## src/gclp_pkg.sv

```systemverilog
// Shared types, character codes and field codes for the grid command line parser.
// No dependencies; compiled first.
`timescale 1ns / 1ps

package gclp_pkg;

   // Status of the field currently being collected
   typedef struct packed {
      logic        nonempty;
      logic [1:0]  nonspace_count;
      logic [7:0]  first_char;
      logic        negative;
      logic [16:0] magnitude;
   } tok_status_type;

   localparam logic [7:0] CHAR_COMMA   = 8'h2C;
   localparam logic [7:0] CHAR_NEWLINE = 8'h0A;
   localparam logic [7:0] CHAR_SPACE   = 8'h20;
   localparam logic [7:0] CHAR_TAB     = 8'h09;
   localparam logic [7:0] CHAR_VTAB    = 8'h0B;
   localparam logic [7:0] CHAR_FFEED   = 8'h0C;
   localparam logic [7:0] CHAR_CR      = 8'h0D;
   localparam logic [7:0] CHAR_PLUS    = 8'h2B;
   localparam logic [7:0] CHAR_MINUS   = 8'h2D;
   localparam logic [7:0] CHAR_ZERO    = 8'h30;
   localparam logic [7:0] CHAR_ONE     = 8'h31;
   localparam logic [7:0] CHAR_NINE    = 8'h39;
   localparam logic [7:0] CHAR_LOW_A   = 8'h61;
   localparam logic [7:0] CHAR_LOW_Z   = 8'h7A;
   localparam logic [7:0] CHAR_R       = 8'h52;
   localparam logic [7:0] CHAR_W       = 8'h57;
   localparam logic [7:0] CHAR_P       = 8'h50;
   localparam logic [7:0] CHAR_V       = 8'h56;
   localparam logic [7:0] CHAR_I       = 8'h49;

   localparam logic [2:0] FIELD_CMD   = 3'd0;
   localparam logic [2:0] FIELD_SPEC  = 3'd1;
   localparam logic [2:0] FIELD_X     = 3'd2;
   localparam logic [2:0] FIELD_Y     = 3'd3;
   localparam logic [2:0] FIELD_VALUE = 3'd4;

   localparam logic [1:0] KIND_READ  = 2'd0;
   localparam logic [1:0] KIND_WRITE = 2'd1;
   localparam logic [1:0] KIND_ALL   = 2'd2;

   localparam logic [2:0] OP_READ_V  = 3'd0;
   localparam logic [2:0] OP_READ_I  = 3'd1;
   localparam logic [2:0] OP_WRITE   = 3'd2;
   localparam logic [2:0] OP_ALL_V   = 3'd3;
   localparam logic [2:0] OP_ALL_I   = 3'd4;

   localparam logic [1:0] PHASE_SIGN   = 2'd0;
   localparam logic [1:0] PHASE_DIGITS = 2'd1;
   localparam logic [1:0] PHASE_DONE   = 2'd2;

   localparam logic [16:0] MAG_SAT = 17'd65536;

   localparam logic CSR_VALUE_MIN = 1'b0;
   localparam logic CSR_VALUE_MAX = 1'b1;

   // Upper-case fold of ASCII letters
   function automatic logic [7:0] fold(input logic [7:0] c);
      if (c >= CHAR_LOW_A && c <= CHAR_LOW_Z) begin
         return c - 8'd32;
      end
      return c;
   endfunction

endpackage

```

## src/gclp_if.sv

```systemverilog
// Valid/ready channel interfaces for request characters and line results.
// No dependencies.
`timescale 1ns / 1ps

interface gclp_req_if;
   logic       valid;
   logic       ready;
   logic [7:0] char_in;

   modport source (output valid, output char_in, input ready);
   modport sink   (input valid, input char_in, output ready);
endinterface

interface gclp_rsp_if;
   logic        valid;
   logic        ready;
   logic        rejected;
   logic [2:0]  op_code;
   logic [2:0]  grid_x;
   logic [2:0]  grid_y;
   logic [15:0] out_value;

   modport source (output valid, output rejected, output op_code, output grid_x,
                   output grid_y, output out_value, input ready);
   modport sink   (input valid, input rejected, input op_code, input grid_x,
                   input grid_y, input out_value, output ready);
endinterface

```

## src/grid_command_line_parser.sv

```systemverilog
// Grid command line parser.
// Channels: req carries one character per word (char_in); rsp carries one
// word per line end: rejected, op_code, grid_x, grid_y and out_value.
// Lines are R,V|I,x,y,value / W,I,x,y,value / P,V|I, comma separated,
// spaces stripped, letters case-insensitive, newline (10) ends a line.
// csr_write_en/csr_index/csr_data write value_min (index 0) and
// value_max (index 1); write them only while the parser is idle.
// The result word for a newline appears on rsp in the cycle after the newline
// is accepted. Throughput: one character per cycle while req is ready; every
// character is fully handled by combinational logic ahead of the state
// and output registers.
// A pending result sits in the rsp output register; req stays ready while
// that register is empty or being drained this cycle, so a stalled rsp side
// stalls req for every character as long as a result word is waiting.
// Reset (synchronous, active high) returns to the start of a line, clears
// the held instruction fields and sets value_min 0, value_max 65535.
// Depends on gclp_pkg, gclp_if and gclp_token.
`timescale 1ns / 1ps

module grid_command_line_parser #(
   parameter int GRID_HIGH = 5
) (
   input  logic        clock,
   input  logic        reset,
   gclp_req_if.sink    req,
   gclp_rsp_if.source  rsp,
   input  logic        csr_write_en,
   input  logic        csr_index,
   input  logic [15:0] csr_data
);
   import gclp_pkg::*;

   localparam logic [7:0] GRID_TOP = 8'(48 + GRID_HIGH);

   logic [15:0] value_min_ff, value_max_ff;

   logic [2:0]  field_ff, field_in;
   logic [1:0]  kind_ff, kind_in;
   logic        failed_ff, failed_in;
   logic [2:0]  held_op_ff, held_op_in;
   logic [2:0]  held_x_ff, held_x_in;
   logic [2:0]  held_y_ff, held_y_in;
   logic [15:0] held_value_ff, held_value_in;

   logic        rsp_valid_ff, rsp_valid_in;
   logic        rejected_ff;

   logic        accept;
   logic        is_comma;
   logic        is_newline;
   logic        finish;
   logic        done;
   logic        fail;
   logic        one_r, one_w, one_p, one_v, one_i;
   logic        grid_ok;
   tok_status_type tok;

   assign req.ready  = !rsp_valid_ff || rsp.ready;
   assign accept     = req.valid && req.ready;
   assign is_comma   = (req.char_in == CHAR_COMMA);
   assign is_newline = (req.char_in == CHAR_NEWLINE);

   gclp_token u_token (
      .clock       (clock),
      .reset       (reset),
      .take        (accept && !is_comma && !is_newline),
      .clear       (accept && (is_comma || is_newline)),
      .value_field (field_ff == FIELD_VALUE),
      .char_in     (req.char_in),
      .status      (tok)
   );

   assign one_r = (tok.nonspace_count == 2'd1) && (fold(tok.first_char) == CHAR_R);
   assign one_w = (tok.nonspace_count == 2'd1) && (fold(tok.first_char) == CHAR_W);
   assign one_p = (tok.nonspace_count == 2'd1) && (fold(tok.first_char) == CHAR_P);
   assign one_v = (tok.nonspace_count == 2'd1) && (fold(tok.first_char) == CHAR_V);
   assign one_i = (tok.nonspace_count == 2'd1) && (fold(tok.first_char) == CHAR_I);
   assign grid_ok = (tok.nonspace_count == 2'd1) && (tok.first_char >= CHAR_ONE) &&
                    (tok.first_char <= GRID_TOP);

   // Empty fields between commas are skipped; a line end closes a field unless the line has already failed.
   assign finish = accept && !failed_ff && ((is_comma && tok.nonempty) || is_newline);

   always_comb begin
      field_in      = field_ff;
      kind_in       = kind_ff;
      held_op_in    = held_op_ff;
      held_x_in     = held_x_ff;
      held_y_in     = held_y_ff;
      held_value_in = held_value_ff;
      done          = 1'b0;
      fail          = 1'b0;
      if (finish) begin
         unique case (field_ff)
            FIELD_CMD: begin
               if (!is_newline && one_r) begin
                  kind_in = KIND_READ;
               end else if (!is_newline && one_w) begin
                  kind_in = KIND_WRITE;
               end else if (!is_newline && one_p) begin
                  kind_in = KIND_ALL;
               end else begin
                  fail = 1'b1;
               end
               field_in = FIELD_SPEC;
            end
            FIELD_SPEC: begin
               if (kind_ff == KIND_READ) begin
                  if (!is_newline && one_v) begin
                     held_op_in = OP_READ_V;
                     field_in   = FIELD_X;
                  end else if (!is_newline && one_i) begin
                     held_op_in = OP_READ_I;
                     field_in   = FIELD_X;
                  end else begin
                     fail = 1'b1;
                  end
               end else if (kind_ff == KIND_WRITE) begin
                  if (!is_newline && one_i) begin
                     held_op_in = OP_WRITE;
                     field_in   = FIELD_X;
                  end else begin
                     fail = 1'b1;
                  end
               end else begin
                  if (is_newline && one_v) begin
                     held_op_in = OP_ALL_V;
                     done       = 1'b1;
                  end else if (is_newline && one_i) begin
                     held_op_in = OP_ALL_I;
                     done       = 1'b1;
                  end else begin
                     fail = 1'b1;
                  end
               end
            end
            FIELD_X, FIELD_Y: begin
               if (!is_newline && grid_ok) begin
                  // '0' has zero low bits, so the digit value is the low 3 bits
                  if (field_ff == FIELD_X) begin
                     held_x_in = tok.first_char[2:0];
                  end else begin
                     held_y_in = tok.first_char[2:0];
                  end
                  field_in = field_ff + 3'd1;
               end else begin
                  fail = 1'b1;
               end
            end
            FIELD_VALUE: begin
               if (!is_newline || tok.nonspace_count == 2'd0) begin
                  fail = 1'b1;
               end else if (tok.negative && tok.magnitude != 17'd0) begin
                  fail = 1'b1;
               end else if (tok.magnitude < {1'b0, value_min_ff} ||
                            tok.magnitude > {1'b0, value_max_ff}) begin
                  fail = 1'b1;
               end else begin
                  held_value_in = tok.magnitude[15:0];
                  done          = 1'b1;
               end
            end
            default: begin
               fail = 1'b1;
            end
         endcase
      end
      failed_in = failed_ff || fail;
      if (accept && is_newline) begin
         field_in  = FIELD_CMD;
         kind_in   = KIND_READ;
         failed_in = 1'b0;
      end
   end

   always_comb begin
      rsp_valid_in = rsp_valid_ff && !rsp.ready;
      if (accept && is_newline) begin
         rsp_valid_in = 1'b1;
      end
   end

   always_ff @(posedge clock) begin
      if (reset) begin
         value_min_ff  <= 16'd0;
         value_max_ff  <= 16'hFFFF;
         field_ff      <= FIELD_CMD;
         kind_ff       <= KIND_READ;
         failed_ff     <= 1'b0;
         held_op_ff    <= OP_READ_V;
         held_x_ff     <= 3'd0;
         held_y_ff     <= 3'd0;
         held_value_ff <= 16'd0;
         rsp_valid_ff  <= 1'b0;
      end else begin
         if (csr_write_en && csr_index == CSR_VALUE_MIN) begin
            value_min_ff <= csr_data;
         end
         if (csr_write_en && csr_index == CSR_VALUE_MAX) begin
            value_max_ff <= csr_data;
         end
         field_ff      <= field_in;
         kind_ff       <= kind_in;
         failed_ff     <= failed_in;
         held_op_ff    <= held_op_in;
         held_x_ff     <= held_x_in;
         held_y_ff     <= held_y_in;
         held_value_ff <= held_value_in;
         rsp_valid_ff  <= rsp_valid_in;
      end
   end

   // Result word payload; held fields are the registers themselves
   always_ff @(posedge clock) begin
      if (accept && is_newline) begin
         rejected_ff <= !(done && !failed_ff);
      end
   end

   assign rsp.valid     = rsp_valid_ff;
   assign rsp.rejected  = rejected_ff;
   assign rsp.op_code   = held_op_ff;
   assign rsp.grid_x    = held_x_ff;
   assign rsp.grid_y    = held_y_ff;
   assign rsp.out_value = held_value_ff;

endmodule

```

## src/gclp_token.sv

```systemverilog
// Field collector: tracks non-space count, first character and the atoi-style number.
// Depends on gclp_pkg.
`timescale 1ns / 1ps

module gclp_token (
   input  logic                   clock,
   input  logic                   reset,
   input  logic                   take,
   input  logic                   clear,
   input  logic                   value_field,
   input  logic [7:0]             char_in,
   output gclp_pkg::tok_status_type status
);
   import gclp_pkg::*;

   logic        nonempty_ff, nonempty_in;
   logic [1:0]  count_ff, count_in;
   logic [7:0]  first_ff, first_in;
   logic [1:0]  phase_ff, phase_in;
   logic        neg_ff, neg_in;
   logic [16:0] mag_ff, mag_in;

   logic        is_digit;
   logic        is_ws;
   logic        is_sign;
   logic        acc;
   logic [19:0] product;

   assign is_digit = (char_in >= CHAR_ZERO) && (char_in <= CHAR_NINE);
   assign is_ws    = (char_in == CHAR_TAB) || (char_in == CHAR_VTAB) ||
                     (char_in == CHAR_FFEED) || (char_in == CHAR_CR);
   assign is_sign  = (char_in == CHAR_PLUS) || (char_in == CHAR_MINUS);
   // mag * 10 + digit
   assign product  = {mag_ff, 3'b000} + {2'b00, mag_ff, 1'b0} +
                     {16'd0, (char_in[3:0] & {4{is_digit}})};

   always_comb begin
      nonempty_in = nonempty_ff;
      count_in    = count_ff;
      first_in    = first_ff;
      phase_in    = phase_ff;
      neg_in      = neg_ff;
      mag_in      = mag_ff;
      acc         = 1'b0;
      if (clear) begin
         nonempty_in = 1'b0;
         count_in    = 2'd0;
         first_in    = 8'd0;
         phase_in    = PHASE_SIGN;
         neg_in      = 1'b0;
         mag_in      = 17'd0;
      end else if (take) begin
         nonempty_in = 1'b1;
         if (char_in != CHAR_SPACE) begin
            if (count_ff == 2'd0) begin
               first_in = char_in;
            end
            if (count_ff != 2'd2) begin
               count_in = count_ff + 2'd1;
            end
            if (value_field) begin
               unique case (phase_ff)
                  PHASE_SIGN: begin
                     if (is_ws) begin
                        phase_in = PHASE_SIGN;
                     end else if (is_sign) begin
                        neg_in   = (char_in == CHAR_MINUS);
                        phase_in = PHASE_DIGITS;
                     end else begin
                        phase_in = is_digit ? PHASE_DIGITS : PHASE_DONE;
                        acc      = is_digit;
                     end
                  end
                  PHASE_DIGITS: begin
                     if (is_digit) begin
                        acc = 1'b1;
                     end else begin
                        phase_in = PHASE_DONE;
                     end
                  end
                  default: begin
                     phase_in = phase_ff;
                  end
               endcase
               if (acc) begin
                  mag_in = (product > {3'b000, MAG_SAT}) ? MAG_SAT : product[16:0];
               end
            end
         end
      end
   end

   always_ff @(posedge clock) begin
      if (reset) begin
         nonempty_ff <= 1'b0;
         count_ff    <= 2'd0;
         first_ff    <= 8'd0;
         phase_ff    <= PHASE_SIGN;
         neg_ff      <= 1'b0;
         mag_ff      <= 17'd0;
      end else begin
         nonempty_ff <= nonempty_in;
         count_ff    <= count_in;
         first_ff    <= first_in;
         phase_ff    <= phase_in;
         neg_ff      <= neg_in;
         mag_ff      <= mag_in;
      end
   end

   assign status.nonempty       = nonempty_ff;
   assign status.nonspace_count = count_ff;
   assign status.first_char     = first_ff;
   assign status.negative       = neg_ff;
   assign status.magnitude      = mag_ff;

endmodule

```

## src/flat_wrapper.sv

```systemverilog
// flat-port wrapper written by rule: the top's interface ports become plain ports
module grid_command_line_parser_flat import gclp_pkg::*;
#(
   parameter int GRID_HIGH = 5
)
  (clock, reset, csr_write_en, csr_index, csr_data, req_valid, req_char_in, req_ready, rsp_valid, rsp_rejected, rsp_op_code, rsp_grid_x, rsp_grid_y, rsp_out_value, rsp_ready);
  gclp_req_if req_i ();
  gclp_rsp_if rsp_i ();
  input  logic clock;
  input  logic reset;
  input  logic csr_write_en;
  input  logic csr_index;
  input  logic [15:0] csr_data;
  input wire logic [$bits(req_i.valid)-1:0] req_valid;
  input wire logic [$bits(req_i.char_in)-1:0] req_char_in;
  output wire logic [$bits(req_i.ready)-1:0] req_ready;
  output wire logic [$bits(rsp_i.valid)-1:0] rsp_valid;
  output wire logic [$bits(rsp_i.rejected)-1:0] rsp_rejected;
  output wire logic [$bits(rsp_i.op_code)-1:0] rsp_op_code;
  output wire logic [$bits(rsp_i.grid_x)-1:0] rsp_grid_x;
  output wire logic [$bits(rsp_i.grid_y)-1:0] rsp_grid_y;
  output wire logic [$bits(rsp_i.out_value)-1:0] rsp_out_value;
  input wire logic [$bits(rsp_i.ready)-1:0] rsp_ready;
  assign req_i.valid = req_valid;
  assign req_i.char_in = req_char_in;
  assign req_ready = req_i.ready;
  assign rsp_valid = rsp_i.valid;
  assign rsp_rejected = rsp_i.rejected;
  assign rsp_op_code = rsp_i.op_code;
  assign rsp_grid_x = rsp_i.grid_x;
  assign rsp_grid_y = rsp_i.grid_y;
  assign rsp_out_value = rsp_i.out_value;
  assign rsp_i.ready = rsp_ready;
  grid_command_line_parser #(.GRID_HIGH(GRID_HIGH)) u_core (.clock(clock), .reset(reset), .req(req_i), .rsp(rsp_i), .csr_write_en(csr_write_en), .csr_index(csr_index), .csr_data(csr_data));
endmodule
```

## config.mk

```make
export PLATFORM = sky130hd
export DESIGN_NAME = grid_command_line_parser_flat
export DESIGN_NICKNAME = d
export VERILOG_FILES = /design/src/gclp_pkg.sv /design/src/gclp_if.sv /design/src/grid_command_line_parser.sv /design/src/gclp_token.sv /design/src/flat_wrapper.sv
export SDC_FILE = /design/constraint.sdc
export NUM_CORES = 1
export LEC_CHECK = 0
export ABC_AREA = 0
export BUFFER_PORTS_ARGS = -buffer_cell sky130_fd_sc_hd__buf_2
export CAP_MARGIN = 20
export CORE_MARGIN = 2
export CORE_UTILIZATION = 30
export CTS_BUF_LIST = sky130_fd_sc_hd__clkbuf_8
export DETAILED_ROUTE_END_ITERATION = 8
export SETUP_SLACK_MARGIN = 0.02
export SLEW_MARGIN = 10
export SYNTH_ARGS = -nofsm -noshare
export SYNTH_HDL_FRONTEND = slang
export SYNTH_HIERARCHICAL = 1
export SYNTH_SLANG_ARGS = --single-unit
```

## constraint.sdc

```tcl
create_clock -name clock -period 7.8 [get_ports clock]
set_input_delay 0.39 -clock clock [delete_from_list [all_inputs] [get_ports clock]]
set_output_delay 0.39 -clock clock [all_outputs]
set_load 0.03 [all_outputs]
```

==> flow_summary.json <==
{
  "outcome": "completed",
  "cp-end-kind": "flop",
  "grt_pass1_vias": 5338,
  "min_period_ns": 3.88,
  "setup_viol": 0,
  "core_um2": 21600,
  "route.detailed.vias_per_inst": 5.26,
  "wl_per_cell_um": 15.4,
  "design_area_um2": 7240,
  "fin_crit_sh_pct": 49.7,
  "yosys_most_used_dff": "dfxtp_1",
  "drc": 0,
  "synth_area_leader_cell": "dfxtp_1",
  "relSlewSlack_pct": 30.0,
  "p_per_area_nw_per_um2": 134,
  "hp-start": "csr_data[2]",
  "area_growth_pct": 10.7,
  "cts_made_buffers": 9,
  "finalHoldViolCount": 0,
  "critPathLaunch": "req_char_in[6]",
  "netlist_area_um2": 6540,
  "globalplace.congestion": 0.858,
  "skew_ns": 0.0137,
  "cts_resized": 0,
  "setup_tns_ns": 0,
  "via_count": 5827,
  "die_area_um2": 23000,
  "track_usage_pct": 15.1,
  "chipHeight_um": 152,
  "drtAntennaViolNets": 0,
  "dp_hpwl_um": 12600,
  "required_ns": 8.10,
  "synth.top_cells.by_area": "dfxtp_1 (29%), ha_1 (14%), a21oi_1 (6.0%)",
  "synth_top_cell_area_share_pct": 29.1,
  "async_reset_ff_share_pct": 0,
  "r2r-end": "u_core/u_token/mag_ff[5]$_SDFFE_PP0P_",
  "path_max_fanout": 15,
  "cts.sinks": 96,
  "hold_path_depth": 3,
  "cts_max_path_buffers": 2,
  "drive_above_1_share_pct": 14.0,
  "cts_tree": "built",
  "placed_area_um2": 7040,
  "num_rows": 54,
  "yosys_register_bits": 96,
  "dieWidth_um": 152,
  "yosys_warnings": 6,
  "cts_setup_buffers": 0,
  "synth_cell_type_count": 75,
  "ir_drop_mv": 0.0706,
  "synthTopCellsByCount": "dfxtp_1 (95), nand2_1 (89), a21oi_1 (78), ha_1 (72), inv_1 (57)",
  "finalMaxSlewViolations": 0,
  "first_pass_iters": 5,
  "hold_path_class": "input pin to flop",
  "root_buffer": "clkbuf_8",
  "start_kind": "input pin",
  "antenna_found_initial": 0,
  "initial_utilization_pct": 30.3,
  "clk_latency_ns": 0.38,
  "hold_end": "u_core/value_min_ff[2]$_SDFFE_PP0P_",
  "drt_iter0_drc": 312,
  "grt_pass1_wl_um": 27700,
  "htree_levels": 3,
  "tightest_slew_ns": 1.05,
  "synth.avg_cell_area_um2": 8.35,
  "nets": 926,
  "io_buffers": 57,
  "synth_nets": 888,
  "drv_cap": 0,
  "synth.yosys.seq_area_share_pct": 29.5,
  "rr_worst_depth": 12,
  "grt_max_degree": 62,
  "rrSetupSlack_ns": 4.15,
  "synth_edf_count": 1,
  "diodes": 0,
  "clkTransAtPathRegs_ns": 0.10,
  "r2r-start": "u_core/u_token/mag_ff[2]$_SDFFE_PP0P_",
  "overflow": 0,
  "synth_most_common_cell": "dfxtp_1",
  "fmax_mhz": 258,
  "synthCells": 784,
  "io_pins": 58,
  "routed_wl_um": 17100,
  "arrival_ns": 4.18,
  "hold_buffers": 0,
  "crit_type": "input pin to flop",
  "p_leak_nw": 3.19,
  "rsz0062_at_grt": "false"
}
routing by layer:
metal  GRT usage [%]  wire [µm]
met3            2.46        774
met1            21.4       8450
met5               0          0
met2            23.6       7620
met4            4.07        221
where the power goes:
| group | switching, mW | internal [mW] |
|---|---|---|
| Clock | 0.187 | 0.158 |
| Combinational | 0.0677 | 0.0386 |
| Sequential | 0.0127 | 0.505 |
per-stage QoR:
| stage | hold WS (ns) | setup slack, ns | util, % | total power, mW | instances |
|---|---|---|---|---|---|
| 2_1_floorplan | 0.432 | 3.96 | - | 0.600 | 784 |
| 3_3_place_gp | 0.440 | 3.61 | 32.6 | 0.634 | 1091 |
| 3_5_place_dp | 0.446 | 3.52 | 32.6 | 0.635 | 1091 |
| 4_1_cts | 0.233 | 3.93 | 33.5 | 0.983 | 1107 |
| 5_1_grt | 0.236 | 3.64 | 33.5 | 1.02 | 1107 |
| 6_report | 0.245 | 3.92 | 33.5 | 0.970 | 1107 |
sequential cells by signal (all words and copies together), names as in the netlist, 3 cells and up:
signal	cells
u_core/u_token/mag_ff	17
u_core/rsp.grid_y	3
u_core/rsp.grid_x	3
u_core/u_token/first_ff	8
u_core/rsp.op_code	3
u_core/rsp.out_value	16
u_core/value_min_ff	16
u_core/field_ff	3
u_core/value_max_ff	16
cells in the final DEF (no fill, tap or decap), types with 4 or more instances in the layout:
master     n
and2_1     6
o21ai_0   26
xnor2_1    6
o31ai_1   15
buf_4      5
nor2b_1   12
and3_1    22
a21oi_1   78
xor2_1     7
a211o_1   19
clkbuf_8  10
and3b_1    4
o31ai_2   16
nor3_1    12
inv_1     57
nand2_1   89
buf_2     57
ha_1      72
a21o_1     4
nor4_1     8
nand2b_1   6
nand3_1   24
nor2_1    48
nand3b_1   4
dfxtp_1   95
mux2i_1   17
a211oi_1   4
nand4_1   30
cell type report:
type,count,area (µm²)
repair buffers,62,323
flip-flops and latches,96,1930
inverters,57,214
multi-input cells,596,4220
well taps,280,350
clock buffers,10,138
clock inverters,6,65.1
fillers,2321,14400
worst max-delay path: stages:
cell and delay (ns):
buf_2 0.13, nor3b_1 0.40, and3_1 0.35, nand2_1 0.10, fa_1 0.54, inv_1 0.06, ha_1 0.27, a21o_1 0.13
nand3_1 0.14, a211oi_2 0.33, nor3_2 0.10, o21ai_1 0.17, xor2_1 0.11, a2111o_1 0.63, o31ai_1 0.33
worst max-delay path by stage:
stage,to,slack (ns)
after global routing,u_core/u_token/mag_ff[14]$_SDFFE_PP0P_,3.64
after floorplan,u_core/u_token/mag_ff[11]$_SDFFE_PP0P_,3.96
final,u_core/u_token/mag_ff[5]$_SDFFE_PP0P_,3.92
after global placement,u_core/u_token/mag_ff[0]$_SDFFE_PP0P_,3.61
after CTS,u_core/u_token/mag_ff[5]$_SDFFE_PP0P_,3.93
after detailed placement,u_core/u_token/mag_ff[5]$_SDFFE_PP0P_,3.52
cell families (layout without fill, tap and decap cells):
kind of cell / after synthesis / after routing / share of synthesized area (%)
and+or+nand+nor: 293 / 293 / 24.0
AOI/OAI and AO/OA: 199 / 199 / 21.8
buffers and inverters: 92 / 135 / 5.95
adders and majority gates: 74 / 74 / 14.4
DFF: 96 / 96 / 29.5
xor gates and xnor gates: 13 / 13 / 1.74
muxes: 17 / 17 / 2.60
Note: power is estimated with default switching activity, not from simulation.
